File: config.mk
export PLATFORM = sky130hd
export DESIGN_NAME = hash_table_two_probe_core
export DESIGN_NICKNAME = d
export VERILOG_FILES = /design/src/hdl/htp_pkg.sv /design/src/hdl/hash_table_two_probe_core.sv /design/src/hdl/htp_ram.sv /design/src/hdl/htp_ctrl.sv /design/src/hdl/htp_dp.sv
export SDC_FILE = /design/constraint.sdc
export NUM_CORES = 1
export LEC_CHECK = 0
export BUFFER_PORTS_ARGS = -buffer_cell sky130_fd_sc_hd__buf_2
export CAP_MARGIN = 10
export CORE_MARGIN = 1.5
export CORE_UTILIZATION = 40
export DETAILED_ROUTE_END_ITERATION = 7
export PLACE_DENSITY_LB_ADDON = 0.12
export SETUP_SLACK_MARGIN = 0.5
export SLEW_MARGIN = 40
export SYNTH_ARGS = -nofsm -noshare
export SYNTH_HDL_FRONTEND = slang
export SYNTH_HIERARCHICAL = 1
export SYNTH_SLANG_ARGS = --single-unit
File: constraint.sdc
create_clock -name clk -period 8.7 [get_ports clk]
set_clock_uncertainty 0.15 [all_clocks]
set_input_delay 0 -clock clk [delete_from_list [all_inputs] [get_ports clk]]
set_output_delay 0 -clock clk [all_outputs]
set_load 0.02 [all_outputs]
File: src/hdl/htp_pkg.sv
// Shared types, codes and constants for the two-probe hash table core.
package htp_pkg;

  localparam int TABLE_DEPTH_DEF = 16;
  localparam int KEY_W = 31;
  localparam int SIZE_W = 5;
  localparam int IDX_W = 4;
  localparam logic [SIZE_W-1:0] SIZE_RST = 5'd13;

  typedef enum logic [1:0] {
    CMD_INSERT = 2'd0,
    CMD_SEARCH = 2'd1,
    CMD_REMOVE = 2'd2
  } cmd_code_t;

  typedef enum logic [1:0] {
    ST_EMPTY    = 2'd0,
    ST_OCCUPIED = 2'd1,
    ST_DELETED  = 2'd2
  } slot_st_t;

  typedef enum logic [2:0] {
    S_IDLE,
    S_DIV,
    S_RD0,
    S_CHK0,
    S_RD1,
    S_CHK1,
    S_FIN
  } state_t;

  typedef struct packed {
    logic [1:0]       command;
    logic [KEY_W-1:0] key;
  } htp_in_t;

  typedef struct packed {
    logic             success;
    logic [IDX_W-1:0] slot_index;
  } htp_out_t;

  typedef struct packed {
    logic load;
    logic div_step;
    logic rd_en;
    logic probe_alt;
    logic chk;
    logic out_load;
  } ctl_cmd_t;

  typedef struct packed {
    logic div_last;
    logic hit;
  } dp_stat_t;

endpackage

File: src/hdl/hash_table_two_probe_core.sv
// Top level of the two-probe open-addressing hash set.
// One item at a time: an accepted item goes through the bit-serial key mod
// table_size unit (one key bit per cycle), then up to two read-and-check steps
// on the key RAM (the second only when the home slot does not decide it), and
// then the output register is loaded once the output is free. A following
// item can be accepted only after that. The status of every slot is cleared
// by reset at once, so there is no clearing pass. table_size may be written
// only while idle.
module hash_table_two_probe_core import htp_pkg::*; #(
  parameter int TABLE_DEPTH = TABLE_DEPTH_DEF
) (
  input  logic              clk,
  input  logic              rst_n,
  input  logic              in_valid,
  output logic              in_stall,
  input  htp_in_t           in_data,
  output logic              out_valid,
  input  logic              out_stall,
  output htp_out_t          out_data,
  input  logic              cfg_we,
  input  logic [SIZE_W-1:0] cfg_wdata
);

  ctl_cmd_t ctl;
  dp_stat_t dps;

  htp_ctrl u_ctrl (
    .clk      (clk),
    .rst_n    (rst_n),
    .in_valid (in_valid),
    .in_stall (in_stall),
    .out_valid(out_valid),
    .out_stall(out_stall),
    .cmd      (ctl),
    .st       (dps)
  );

  htp_dp #(
    .TABLE_DEPTH(TABLE_DEPTH)
  ) u_dp (
    .clk      (clk),
    .rst_n    (rst_n),
    .in_data  (in_data),
    .out_data (out_data),
    .cfg_we   (cfg_we),
    .cfg_wdata(cfg_wdata),
    .cmd      (ctl),
    .st       (dps)
  );

endmodule

File: src/hdl/htp_ram.sv
// Generic single-write, single-read RAM with registered read data.
module htp_ram #(
  parameter int WIDTH = 8,
  parameter int DEPTH = 16
) (
  input  logic                     clk,
  input  logic                     we,
  input  logic [$clog2(DEPTH)-1:0] waddr,
  input  logic [WIDTH-1:0]         wdata,
  input  logic                     re,
  input  logic [$clog2(DEPTH)-1:0] raddr,
  output logic [WIDTH-1:0]         rdata
);

  logic [WIDTH-1:0] mem [DEPTH];

  always_ff @(posedge clk) begin
    if (we) begin
      mem[waddr] <= wdata;
    end
    if (re) begin
      rdata <= mem[raddr];
    end
  end

endmodule

File: src/hdl/htp_ctrl.sv
// Sequencing state machine: accept, divide, up to two probes, result hand-off.
module htp_ctrl import htp_pkg::*; (
  input  logic      clk,
  input  logic      rst_n,
  input  logic      in_valid,
  output logic      in_stall,
  output logic      out_valid,
  input  logic      out_stall,
  output ctl_cmd_t  cmd,
  input  dp_stat_t  st
);

  state_t state_r, state_nxt;
  logic   out_valid_r, out_valid_nxt;

  always_comb begin
    state_nxt = state_r;
    case (state_r)
      S_IDLE: begin
        if (in_valid) state_nxt = S_DIV;
      end
      S_DIV: begin
        if (st.div_last) state_nxt = S_RD0;
      end
      S_RD0:  state_nxt = S_CHK0;
      S_CHK0: state_nxt = st.hit ? S_FIN : S_RD1;
      S_RD1:  state_nxt = S_CHK1;
      S_CHK1: state_nxt = S_FIN;
      S_FIN: begin
        if (!out_valid_r || !out_stall) state_nxt = S_IDLE;
      end
      default: state_nxt = S_IDLE;
    endcase
  end

  always_comb begin
    cmd = '0;
    case (state_r)
      S_IDLE: cmd.load = in_valid;
      S_DIV:  cmd.div_step = 1'b1;
      S_RD0:  cmd.rd_en = 1'b1;
      S_CHK0: cmd.chk = 1'b1;
      S_RD1: begin
        cmd.rd_en = 1'b1;
        cmd.probe_alt = 1'b1;
      end
      S_CHK1: cmd.chk = 1'b1;
      S_FIN:  cmd.out_load = !out_valid_r || !out_stall;
      default: cmd = '0;
    endcase
  end

  always_comb begin
    if (cmd.out_load) begin
      out_valid_nxt = 1'b1;
    end else if (out_stall) begin
      out_valid_nxt = out_valid_r;
    end else begin
      out_valid_nxt = 1'b0;
    end
  end

  always_ff @(posedge clk) begin
    if (!rst_n) begin
      state_r     <= S_IDLE;
      out_valid_r <= 1'b0;
    end else begin
      state_r     <= state_nxt;
      out_valid_r <= out_valid_nxt;
    end
  end

  assign in_stall  = (state_r != S_IDLE);
  assign out_valid = out_valid_r;

endmodule

File: src/hdl/htp_dp.sv
// Datapath: size register, bit-serial modulo, slot status, key store, result.
module htp_dp import htp_pkg::*; #(
  parameter int TABLE_DEPTH = TABLE_DEPTH_DEF
) (
  input  logic              clk,
  input  logic              rst_n,
  input  htp_in_t           in_data,
  output htp_out_t          out_data,
  input  logic              cfg_we,
  input  logic [SIZE_W-1:0] cfg_wdata,
  input  ctl_cmd_t          cmd,
  output dp_stat_t          st
);

  localparam int MAX_SIZE = (1 << SIZE_W) - 1;
  localparam int CAP = (TABLE_DEPTH < MAX_SIZE) ? TABLE_DEPTH : MAX_SIZE;
  localparam logic [SIZE_W-1:0] SIZE_CAP = SIZE_W'(CAP);
  localparam int SA_W = $clog2(CAP);
  localparam logic [SIZE_W-1:0] CNT_TOP = SIZE_W'(KEY_W - 1);

  logic [SIZE_W-1:0] tsz_r;
  logic [SIZE_W-1:0] eff;
  logic [1:0]        cmd_r;
  logic [KEY_W-1:0]  key_r;
  logic [SIZE_W-1:0] cnt_r;
  logic [SIZE_W-1:0] rem_r, rem_nxt;
  logic [SIZE_W:0]   rem_sh;
  logic [SIZE_W-1:0] alt;
  logic [SIZE_W-1:0] probe;
  logic [SIZE_W-1:0] p_r;
  slot_st_t          status_r [CAP];
  slot_st_t          cur_st;
  logic [KEY_W-1:0]  ram_rdata;
  logic              hit;
  logic              ins_we;
  htp_out_t          res_r;
  htp_out_t          out_r;

  always_comb begin
    if (tsz_r == '0) begin
      eff = SIZE_W'(1);
    end else if (tsz_r > SIZE_CAP) begin
      eff = SIZE_CAP;
    end else begin
      eff = tsz_r;
    end
  end

  assign rem_sh  = {rem_r, key_r[cnt_r]};
  assign rem_nxt = (rem_sh >= {1'b0, eff}) ? SIZE_W'(rem_sh - {1'b0, eff})
                                           : SIZE_W'(rem_sh);

  assign alt   = (SIZE_W'(rem_r + SIZE_W'(1)) == eff) ? '0 : SIZE_W'(rem_r + SIZE_W'(1));
  assign probe = cmd.probe_alt ? alt : rem_r;

  assign cur_st = status_r[SA_W'(p_r)];

  always_comb begin
    case (cmd_r)
      CMD_INSERT: hit = (cur_st == ST_EMPTY);
      CMD_SEARCH, CMD_REMOVE: hit = (cur_st == ST_OCCUPIED) && (ram_rdata == key_r);
      default: hit = 1'b0;
    endcase
  end

  assign ins_we = cmd.chk && hit && (cmd_r == CMD_INSERT);

  htp_ram #(
    .WIDTH(KEY_W),
    .DEPTH(CAP)
  ) u_keys (
    .clk  (clk),
    .we   (ins_we),
    .waddr(SA_W'(p_r)),
    .wdata(key_r),
    .re   (cmd.rd_en),
    .raddr(SA_W'(probe)),
    .rdata(ram_rdata)
  );

  always_ff @(posedge clk) begin
    if (!rst_n) begin
      tsz_r <= SIZE_RST;
      for (int i = 0; i < CAP; i++) begin
        status_r[i] <= ST_EMPTY;
      end
    end else begin
      if (cfg_we) begin
        tsz_r <= cfg_wdata;
      end
      if (cmd.chk && hit) begin
        case (cmd_r)
          CMD_INSERT: status_r[SA_W'(p_r)] <= ST_OCCUPIED;
          CMD_REMOVE: status_r[SA_W'(p_r)] <= ST_DELETED;
          default: ;
        endcase
      end
    end
  end

  always_ff @(posedge clk) begin
    if (cmd.load) begin
      cmd_r <= in_data.command;
      key_r <= in_data.key;
      cnt_r <= CNT_TOP;
      rem_r <= '0;
      res_r <= '0;
    end
    if (cmd.div_step) begin
      rem_r <= rem_nxt;
      cnt_r <= cnt_r - SIZE_W'(1);
    end
    if (cmd.rd_en) begin
      p_r <= probe;
    end
    if (cmd.chk && hit) begin
      res_r.success    <= 1'b1;
      res_r.slot_index <= p_r[IDX_W-1:0];
    end
    if (cmd.out_load) begin
      out_r <= res_r;
    end
  end

  assign st.div_last = (cnt_r == '0);
  assign st.hit      = hit;
  assign out_data    = out_r;

endmodule

After elaboration in Yosys (flattened, before gate mapping). Memories as Yosys holds them, arrays and structs flattened. A register that Yosys moved wholly into a read port is not among the register bits. Cells that the tools add are included.

Bits of input ports: 43. Output and inout port bits: 7. Memories: 2. Bits in writable memories: 528. Flip-flop bits (word level): 66.

Memory list: u_dp.u_keys.mem (words 16, bits a word 31, read ports 1, clocked after memory_dff 1, wr ports 1, RTL line htp_ram.sv:15) `logic [WIDTH-1:0] mem [DEPTH];`; u_dp.status_r (words 16, bits a word 2, read ports 1, clocked after memory_dff 1, wr ports 16, RTL line htp_dp.sv:31) `slot_st_t status_r [CAP];`.

Bitwise gates (word level): 1. Eq/ne operators: 15. Reductions and logical operators: 19. Order comparisons: 3. Add/sub/neg operators: 3. Multiplexer cells: 43.

Operators by type and width (count): $mux 5 (7); $eq 31x31->1 (1); $mux 4 (6); $mux 1 (21); $pmux 3 s7 (1); $logic_not 5->1 (2); $eq 3x3->1 const B (3); $mux 3 (3); $reduce_or 2->1 (4); $eq 3x2->1 const B (2); $ge 6x5->1 (1); $lt 5x6->1 const B (1); $mux 2 (3); $add 5x1->5 const B (1); $bmux 1 s5 (1); $eq 5x5->1 (1); $gt 5x5->1 const B (1); $sub 5x1->5 const B (1); $sub 5x5->5 (1); $eq 2x1->1 const B (2); $logic_not 2->1 (2); $ne 2x1->1 const B (2); $ne 2x2->1 const B (2); $reduce_bool 2->1 (2); other kinds (10) (13).

Logic depth before layout (Yosys ltp). Gate-level depths: netlist (run 1).

Word-level depth: 10. Depth in mapped cells: 14. Gate-level depth less buffers: 12.

Modules after synthesis. Netlist (run 1), hierarchy kept.

Modules (own cells, without submodules): htp_ram (cells an instance 812, sequential area each 15825.2 sq um, area an instance 19558.8 sq um, times used 1); htp_dp (cells an instance 429, sequential area each 2842.7 sq um, area an instance 5171.2 sq um, times used 1); htp_ctrl (cells an instance 32, sequential area each 80.1 sq um, area an instance 254.0 sq um, times used 1).

Worst setup path before layout (run 1). Ideal clock, no wire load.

Path kind: reg-to-reg. Start: register with a tool-made name. End: memory u_dp/u_keys/mem[0][0] (netlist bit), enable pin. Path slack: 3.259 ns. Buffers on the path: 3. Cell stages (with the launch flop): 11. Arrival time: 4.833 ns. Period minus slack after synthesis: 5.441 ns. Setup time: 0.458 ns. Cell sequence: dfxtp_1 -> buf_6 -> mux4_2 -> mux4_2 -> nor2b_1 -> a31oi_1 -> buf_2 -> buf_2 -> nor3b_1 -> or3b_1 -> nor3_1.

RTL lines (RTL line): end: declaration (htp_ram.sv:15).

==> reports/qor.csv, run 1 <==
metric;value;unit
status;complete, no violations;
wl_per_cell;24.6;um
ir_worst_vdd;0.136;mV
clkSinkCount;629;
post_cts_resize_count;0;
yosys.cell_count.top_type;edfxtp_1;
synth.cell_area;25000;um2
drc;0;
grt_util_met2;29.7;%
avgViaCountPerCell;5.46;
grt_pass1_vias;13375;
dpl_cell_area;26600;um2
intPower;5.40;mW
syn_to_final_growth;18.9;%
drive_gt1_share;24.0;%
seq_area_frac_synth;75.0;%
powerDensity;236;nW/um2
hold_violations;0;
power.total;6.99;mW
yosys_warnings;6;
top_usage_layer;met2;
relSlewSlack;48.4;%
end_kind;flip-flop;
clk_pin_slew;0.06;ns
nets;1513;
num_antenna_cells;0;
syn_inst;1273;
core_area;61700;um2
synth.top_cell.area_share;73.9;%
worst_r2r_path_depth;7;
fin_ws;3.58;ns
synth_edf_count;615;
crit_type;reg2reg;
switching_share;22.8;%
grt_pass1_wl;86600;um
clockBufferDepth;3;
rsz0062_at_grt;no;
place.gp.congestion;0.784;
holdBufCountCts;88;
insertion_delay;0.60;ns
critPathMaxFanout;38;
dp_hpwl;32200;um
synth.distinct_cells;53;
setup_violations;0;
post_cts_buffers;0;
min_path_cells;2;
grt_antenna_before_repair;0;
timing.final.max_slew_violations;0;
crit_required;8.80;ns
routed_wl;57900;um
grt_max_degree;57;
syn-num-nets;1327;
yosys-top-cells-area;edfxtp_1 (74%), mux4_2 (13%), a22oi_1 (1.9%);
avgSynthCellArea;19.6;um2
num_io_pins;50;
cts_tree;built;
die_h;253;um
clockRootBuffer;clkbuf_16;
ys_ff_latch;629;
drv_cap;0;
htree_levels;3;
dieArea;64000;um2
vias;12831;
switchingPower;1.60;mW
finalCriticalPeriod;5.12;ns
critPathLaunchType;flip-flop;
yosysTopAreaCell;edfxtp_1;
grt_usage;18.6;%
leakagePower;9.43;nW
period_share;58.8;%
io_buffers;49;
synthArstFlopShare;0;%
fmax;195;MHz
dr.pass1.iters;5;
seqPwrFrac;48.7;%
min_path_type;in2reg;
use_met3;2.95;%
drtAntennaViolNets;0;
rows;91;
clkPwrFrac;41.4;%
drt_iter0_drc;883;
synth_common_cells;edfxtp_1 (615), mux4_2 (140), nand2_1 (86);
dpl_worst_slack;3.51;ns
initial_core_util;40.5;%
final_core_utilization;48.1;%
finalSetupTns;0;ns
arrival;5.22;ns
power_frac_comb;9.9;%
use_met1;26.3;%
synthFlopType;edfxtp_1;
design_area;29700;um2
globalRouteOverflowTotal;0;
fp.dieW;253;um
worst_pin_slew;0.774;ns
numCtsBuffers;70;
[kinds of logic after synthesis]
| logic type | Yosys count | share of synthesized area [%] |
|---|---|---|
| compound gates | 118 | 3.41 |
| xor+xnor | 41 | 1.50 |
| fa+ha+maj | 11 | 0.581 |
| buf+inv | 87 | 1.73 |
| flops | 629 | 75.0 |
| mux | 152 | 13.1 |
| simple gates | 235 | 4.64 |
[critical path, stage by stage, from the launching register on]
cell	delay [ns]
dfxtp_1	0.63
mux4_2	0.56
mux4_2	0.80
nand2b_1	0.59
nor3b_1	0.57
nand3b_1	0.39
nor2_4	0.64
buf_4	0.45
[layer usage]
layer / vias to the layer above / wire [um]
met5: - / 0
met4: 0 / 1140
met3: 86 / 2920
met1: 6799 / 25900
li1: 5610 / -
met2: 336 / 27900
[path summary, 6_finish.rpt]
| path | startpoint | to | slack [ns] |
|---|---|---|---|
| max | flip-flop | u_dp/u_keys/mem[9][5] | 3.58 |
| min | in_data[13] | u_dp/key_r[13] | 0.04 |
| max reg2reg | flip-flop | u_dp/u_keys/mem[9][5] | 3.58 |
| min reg2reg | u_dp/res_r[3] | u_dp/out_data[3] | 0.27 |
[through the flow]
step	hold slack, ns	instances
CTS	0.0270	2351
floorplan	-0.0511	1273
finish	0.0394	2351
global route	0.0279	2351
detailed placement	0.0281	2136
global placement	0.0260	2126
[final cells by class]
cell class              count  area, um2
clock buffers              89       1890
clock inverters            38        348
fillers                  5248      32000
inverters                  16       60.1
multi-input cells         557       6000
flip-flops and latches    629      18700
well taps                 837       1050
repair buffers            185       1610
[power groups by stage]
| stage | sequential (mW) | combinational [mW] | clock [mW] |
|---|---|---|---|
| after CTS | 3.41 | 0.707 | 2.97 |
| final | 3.40 | 0.693 | 2.90 |
| after detailed placement | 3.47 | 0.673 | 0 |
| after global placement | 3.47 | 0.653 | 0 |
| after global routing | 3.41 | 0.756 | 3.09 |
| after floorplan | 3.46 | 0.464 | 0 |
[state kept, by name, summed over array words and instances (netlist names), 2 cells and up, named ones only]
register,count
u_dp/u_keys/mem,496
u_dp/status_r,32
u_dp/key_r,31
u_dp/u_keys/rdata,31
u_dp/cnt_r,5
u_dp/out_data,5
u_dp/rem_r,5
u_dp/res_r,5
u_dp/tsz_r,5
u_dp/p_r,4
u_ctrl/state_r,3
u_dp/cmd_r,2
[cells in the final DEF, fill, tap and decap left out, types with 5 or more instances in the layout]
cell and n:
a22oi_1 62, dlygate4sd3_1 88, buf_8 7, edfxtp_1 615, clkbuf_1 16, buf_4 37
nor2b_1 10, nand2_1 84, mux2i_1 11, ha_1 10, nor3b_1 8, nor4_1 27
nor2_1 23, clkbuf_16 73, o31ai_1 14, mux4_2 140, nand4_1 8, o21ai_0 11
nand2b_1 7, clkinv_2 9, xnor2_1 39, nand3_1 7, dfxtp_1 14, nand3b_1 5
buf_2 49, bufinv_16 6, clkinv_1 15, inv_6 5, inv_1 16, nor3_1 16
nor2_4 15
Note: power is estimated with default switching activity, not from simulation.
==> run 2, diff against run 1 <==
ABC_AREA = 1   (was not set)
clock period = 5 ns   (was 8.7 ns; I/O delays follow)
==> run 2 against run 1 <==
Clock power up 77%. Sequential share of layout area down 5.8 points. Worst setup slack worse by 2.6 ns. Via count up 48%. Non-clock buffer count up 14. Critical path depth up 8. Core utilization down 0.71 points. Die area up 12%. Largest power group unchanged.
==> reports/qor.csv, run 2 <==
metric;value;unit
relSlewSlack;49.0;%
rows;96;
dr.pass1.iters;5;
grt_antenna_before_repair;1;
routed_wl;74900;um
vias;19024;
setup_violations;0;
drc;0;
htree_levels;3;
crit_type;reg2reg;
place.gp.congestion;0.829;
syn_inst;2739;
worstHoldEndpoint;u_dp/tsz_r[0];
finalCriticalPeriod;4.02;ns
powerDensity;543;nW/um2
synthArstFlopShare;0;%
final_cells;3870;
whs;0.0418;ns
rrSetupSlack;0.98;ns
synth_common_cells;nand2_1 (834), edfxtp_1 (615), inv_1 (498);
io_buffers;49;
yosys-top-cells-area;edfxtp_1 (66%), nand2_1 (11%), nand3_1 (7.3%);
drt_iter0_drc;1484;
wl_met2;35700;um
seqPwrFrac;38.3;%
worst_r2r_path_depth;15;
top_regs;u_dp/u_keys/mem x496, u_dp/status_r x32;
grt_usage;21.3;%
initial_core_util;40.7;%
avgViaCountPerCell;4.92;
switchingPower;6.58;mW
layout_commonest_cell;nand2_1;
min_path_cells;3;
ir_worst_vdd;0.595;mV
hold_violations;0;
post_cts_resize_count;0;
critPathMaxFanout;18;
n_fill_cell;6507;
crit_required;5.14;ns
post_cts_buffers;0;
routedLengthMet1;33500;um
fmax;249;MHz
clkPwrFrac;29.0;%
min_from;cfg_we;
finalSetupTns;0;ns
grt_pass1_wl;114000;um
wl_per_cell;19.4;um
rsz0062_at_grt;no;
timing.final.max_slew_violations;0;
status;complete, no violations;
seq_area_frac_synth;66.8;%
grt_max_degree;176;
dieArea;71700;um2
multiInputGateArea;6770;um2
arrival;4.16;ns
insertion_delay;0.61;ns
nets;2945;
dp_cells;3662;
synth.cell_area;28000;um2
synth.distinct_cells;42;
clk_pin_slew;0.06;ns
reg2reg_from;u_dp/key_r[23];
synth.top_cell.area_share;65.8;%
fp.dieW;268;um
largest_reg_flops;496;
leakagePower;13.8;nW
syn-num-nets;2793;
seqCellArea;18700;um2
synth_edf_count;615;
numCtsBuffers;71;
cts_tree;built;
drive_gt1_share;8.74;%
grt_pass1_vias;18650;
num_antenna_cells;0;
critPathLaunchType;flip-flop;
die_h;268;um
switching_share;37.1;%
clkSinkCount;629;
drtAntennaViolNets;0;
drv_cap;0;
final_core_utilization;47.4;%
dp_hpwl;43400;um
avgSynthCellArea;10.2;um2
intPower;11.2;mW
syn_to_final_growth;16.6;%
dr.max_layer_used;met4;
yosys_warnings;6;
synthFlopType;edfxtp_1;
holdBufCountCts;86;
final_cell_mix;nand2_1 (834), edfxtp_1 (615), inv_1 (497);
core_area;68900;um2
min_path_type;in2reg;
wl_met3;3720;um
end_kind;flip-flop;
num_io_pins;50;
period_share;80.4;%
r2r_end;u_dp/u_keys/mem[6][26];
yosys.cell_count.top_type;nand2_1;
globalRouteOverflowTotal;0;
clockBufferDepth;3;
ys_ff_latch;629;
yosysTopAreaCell;edfxtp_1;
clockRootBuffer;clkbuf_16;
power_frac_comb;32.7;%
worst_pin_slew;0.764;ns
top_register;u_dp/u_keys/mem;
==> run 2: changes by cell type after synthesis, sizes merged, moves of 22 or more <==
cell,change
a21oi,+22
mux4,-140
o21ai,+31
nand2,+753
nand3,+403
xnor2,-29
nand4,+27
buf,+67
nor4,-27
a22oi,-62
inv,+489
nor2,+48
==> run 2: final cells by class <==
| cell class | count | share of cell area [%] |
|---|---|---|
| repair buffers | 199 | 5.60 |
| flip-flops and latches | 629 | 57.3 |
| clock inverters | 34 | 1.11 |
| well taps | 931 | 3.56 |
| multi-input cells | 1484 | 20.7 |
| clock buffers | 87 | 5.81 |
| inverters | 506 | 5.86 |
==> run 2: kinds of logic after synthesis <==
kind of cell | after synthesis | synth area share, %
compound gates | 82 | 1.64
xor+xnor | 14 | 0.437
fa+ha+maj | 11 | 0.517
buf+inv | 626 | 9.68
flops | 629 | 66.8
simple gates | 1377 | 20.9
==> run 2: how the worst max path moves through the flow <==
stage,cells past startpoint,to,from,slack (ns)
3_3_place_gp,15,u_dp/u_keys/mem[6][25],u_dp/key_r[23],0.97
3_5_place_dp,15,u_dp/u_keys/mem[6][27],u_dp/key_r[23],0.97
4_1_cts,15,u_dp/u_keys/mem[6][26],u_dp/key_r[23],0.94
2_1_floorplan,14,u_dp/u_keys/mem[12][0],u_dp/cmd_r[1],1.37
5_1_grt,15,u_dp/u_keys/mem[6][24],u_dp/key_r[23],0.71
6_report,15,u_dp/u_keys/mem[6][26],u_dp/key_r[23],0.98
==> run 2: metal layers <==
layer / global-route usage [%] / vias to the layer above
li1: - / 9212
met1: 29.3 / 9250
met2: 35.0 / 468
met3: 2.75 / 94
met4: 6.90 / 0
met5: 0 / -
==> run 2: worst max-delay path: stages, from the launching register on <==
cell and delay, ns:
edfxtp_1 0.84, inv_1 0.13, nand2_1 0.10, nand2_1 0.05, inv_1 0.05, nand2_1 0.05
nor2_1 0.08, nand2_1 0.06, nor2_1 0.13, nand2_1 0.17, nand2_1 0.17, nand4_4 0.18
nor2_1 0.32, nand3b_1 0.36, nor2_4 0.55, buf_4 0.31
==> run 2: power by group through the flow <==
stage          clock network, mW  registers, mW  logic [mW]
6_report                    5.14           6.80        5.79
4_1_cts                     5.26           6.80        5.82
3_5_place_dp                   0           6.91        5.74
5_1_grt                     5.47           6.84        6.46
3_3_place_gp                   0           6.91        5.71
2_1_floorplan                  0           6.78        4.03
==> run 2: stage by stage <==
step	setup WS, ns	total power [mW]	cell area, um2
6_report	0.982	17.7	32700
2_1_floorplan	1.37	10.8	28000
3_3_place_gp	0.972	12.6	29500
5_1_grt	0.712	18.8	32700
3_5_place_dp	0.974	12.6	29500
4_1_cts	0.936	17.9	32700
==> run 3, diff against run 2 <==
ABC_AREA = 0   (was 1)
clock period = 3.6 ns   (was 5 ns; I/O delays follow)
==> run 3 against run 2 <==
Global-route usage fell by 0.079 points. Cell area rose by 2.3%. Critical path depth fell by 3. Sequential share of layout area fell by 1.3 points. First-iteration DRC count fell by 9.7%. Total power fell by 1.1%. Sequential power rose by 20%. Wire length fell by 2.3%. Cell count fell by 34%. Via count fell by 25%. Clock power rose by 32%. Critical path type unchanged. Highest routed layer unchanged.
==> reports/qor.csv, run 3 (synthesis results as in run 1) <==
metric;value;unit
status;complete, no violations;
clockRootBuffer;clkbuf_16;
top_regs;u_dp/u_keys/mem x496, u_dp/status_r x32;
rows;91;
end_kind;flip-flop;
drtAntennaViolNets;0;
nets;1720;
avgViaCountPerCell;5.56;
die_h;253;um
routed_wl;73100;um
worst_pin_slew;0.825;ns
final_cell_mix;edfxtp_1 (615), mux4_2 (140), buf_4 (115);
fmax;288;MHz
clk_pin_slew;0.06;ns
drv_cap;0;
initial_core_util;40.5;%
critPathLaunchType;flip-flop;
drc;0;
dpl_worst_slack;0.0192;ns
critPathMaxFanout;8;
fin_ws;0.130;ns
crit_slowest_cell;mux4_2;
final_core_utilization;54.2;%
top_register;u_dp/u_keys/mem;
numCtsBuffers;69;
dr.pass1.iters;5;
timing.final.max_slew_violations;0;
finalCriticalPeriod;3.47;ns
vias;14184;
io_buffers;49;
htree_levels;3;
power.total;17.5;mW
place.gp.congestion;0.822;
drt_iter0_drc;1340;
num_io_pins;50;
clkSinkCount;629;
critPathTopFamily;multiplexers;
crit_type;reg2reg;
crit_chain;mux4_2 -> mux4_2 -> nor2b_4 -> a31oi_4 -> nor3b_4 -> buf_4 -> nand3b_1 -> buf_6 -> buf_12 -> nor2_4 -> buf_12 -> clkbuf_16;
fp.dieW;253;um
period_share;96.4;%
relSlewSlack;44.9;%
powerDensity;525;nW/um2
cts_tree;built;
dp_hpwl;39000;um
grt_usage;21.2;%
core_area;61700;um2
layout_commonest_cell;edfxtp_1;
grt_pass1_vias;14112;
globalRouteOverflowTotal;0;
grt_max_degree;56;
grt_pass1_wl;95900;um
num_antenna_cells;0;
crit_required;3.76;ns
leakagePower;11.1;nW
max_stage_delay;0.57;ns
arrival;3.63;ns
whs;0.0171;ns
dieArea;64000;um2
setup_violations;0;
insertion_delay;0.61;ns
hold_violations;0;
crit_buf_inv;5;
n_fill_cell;4915;
wl_per_cell;28.7;um
ir_worst_vdd;0.331;mV
largest_reg_flops;496;
grt_antenna_before_repair;0;
syn_to_final_growth;33.8;%
rsz0062_at_grt;yes;
min_path_type;in2reg;
clockBufferDepth;3;
drive_gt1_share;38.5;%
## run 3: cell types whose count changed in the layout (fill, tap and decap cells not counted), sizes merged, moves of 27 or more
cell    change
buf       +166
o21ai      -31
nand3     -403
clkbuf     +30
mux4      +140
a22oi      +62
nor4       +27
inv       -485
nand4      -27
nor2       -48
xnor2      +29
nand2     -753
## run 3: through the flow
| stage | instance area [um2] | TNS [ns] | std cells |
|---|---|---|---|
| floorplan | 25200 | -36.13 | 1273 |
| finish | 33400 | 0 | 2552 |
| detailed placement | 27700 | 0 | 2226 |
| global route | 33400 | 0 | 2552 |
| CTS | 31400 | 0 | 2472 |
| global placement | 27700 | 0 | 2226 |
## run 3: report_power, final
group	switching, mW	total [mW]	internal (mW)
Clock	2.89	6.78	3.89
Sequential	0.0560	8.19	8.14
Combinational	1.27	2.57	1.30
## run 3: repair_timing
item | 4_1_cts | 5_1_grt
hold buffers | 84 | 0
hold endpoints to repair | 89 | 0
gates resized for setup | 51 | 133
setup endpoints to repair | 563 | 598
gates cloned | 9 | 35
pin swaps | 13 | 71
setup buffers | 33 | 45
## run 3: final timing paths
kind,start,to,slack [ns],depth (start not counted)
max reg2reg,flip-flop,u_dp/u_keys/mem[10][16],0.13,12
min,in_data[19],u_dp/key_r[19],0.02,2
min reg2reg,u_dp/res_r[1],u_dp/out_data[1],0.27,0
max,flip-flop,u_dp/u_keys/mem[10][16],0.13,12
## run 3: layer usage
layer  wire length (um)  GRT usage [%]  vias to the layer above
met1              31200           29.6                     7555
met3               4950           4.27                      108
met2              35200           33.7                      479
li1                   -              -                     6042
met4               1820           6.33                        0
met5                  0              0                        -
## run 3: final cells by class
type | count | area [um2] | area share [%]
sequential | 629 | 18800 | 56.1
inverter | 16 | 60.1 | 0.180
timing repair buffer | 393 | 4900 | 14.6
clock buffer | 87 | 1820 | 5.43
multi-input combinational | 557 | 6550 | 19.6
tap | 837 | 1050 | 3.13
clock inverter | 33 | 317 | 0.947
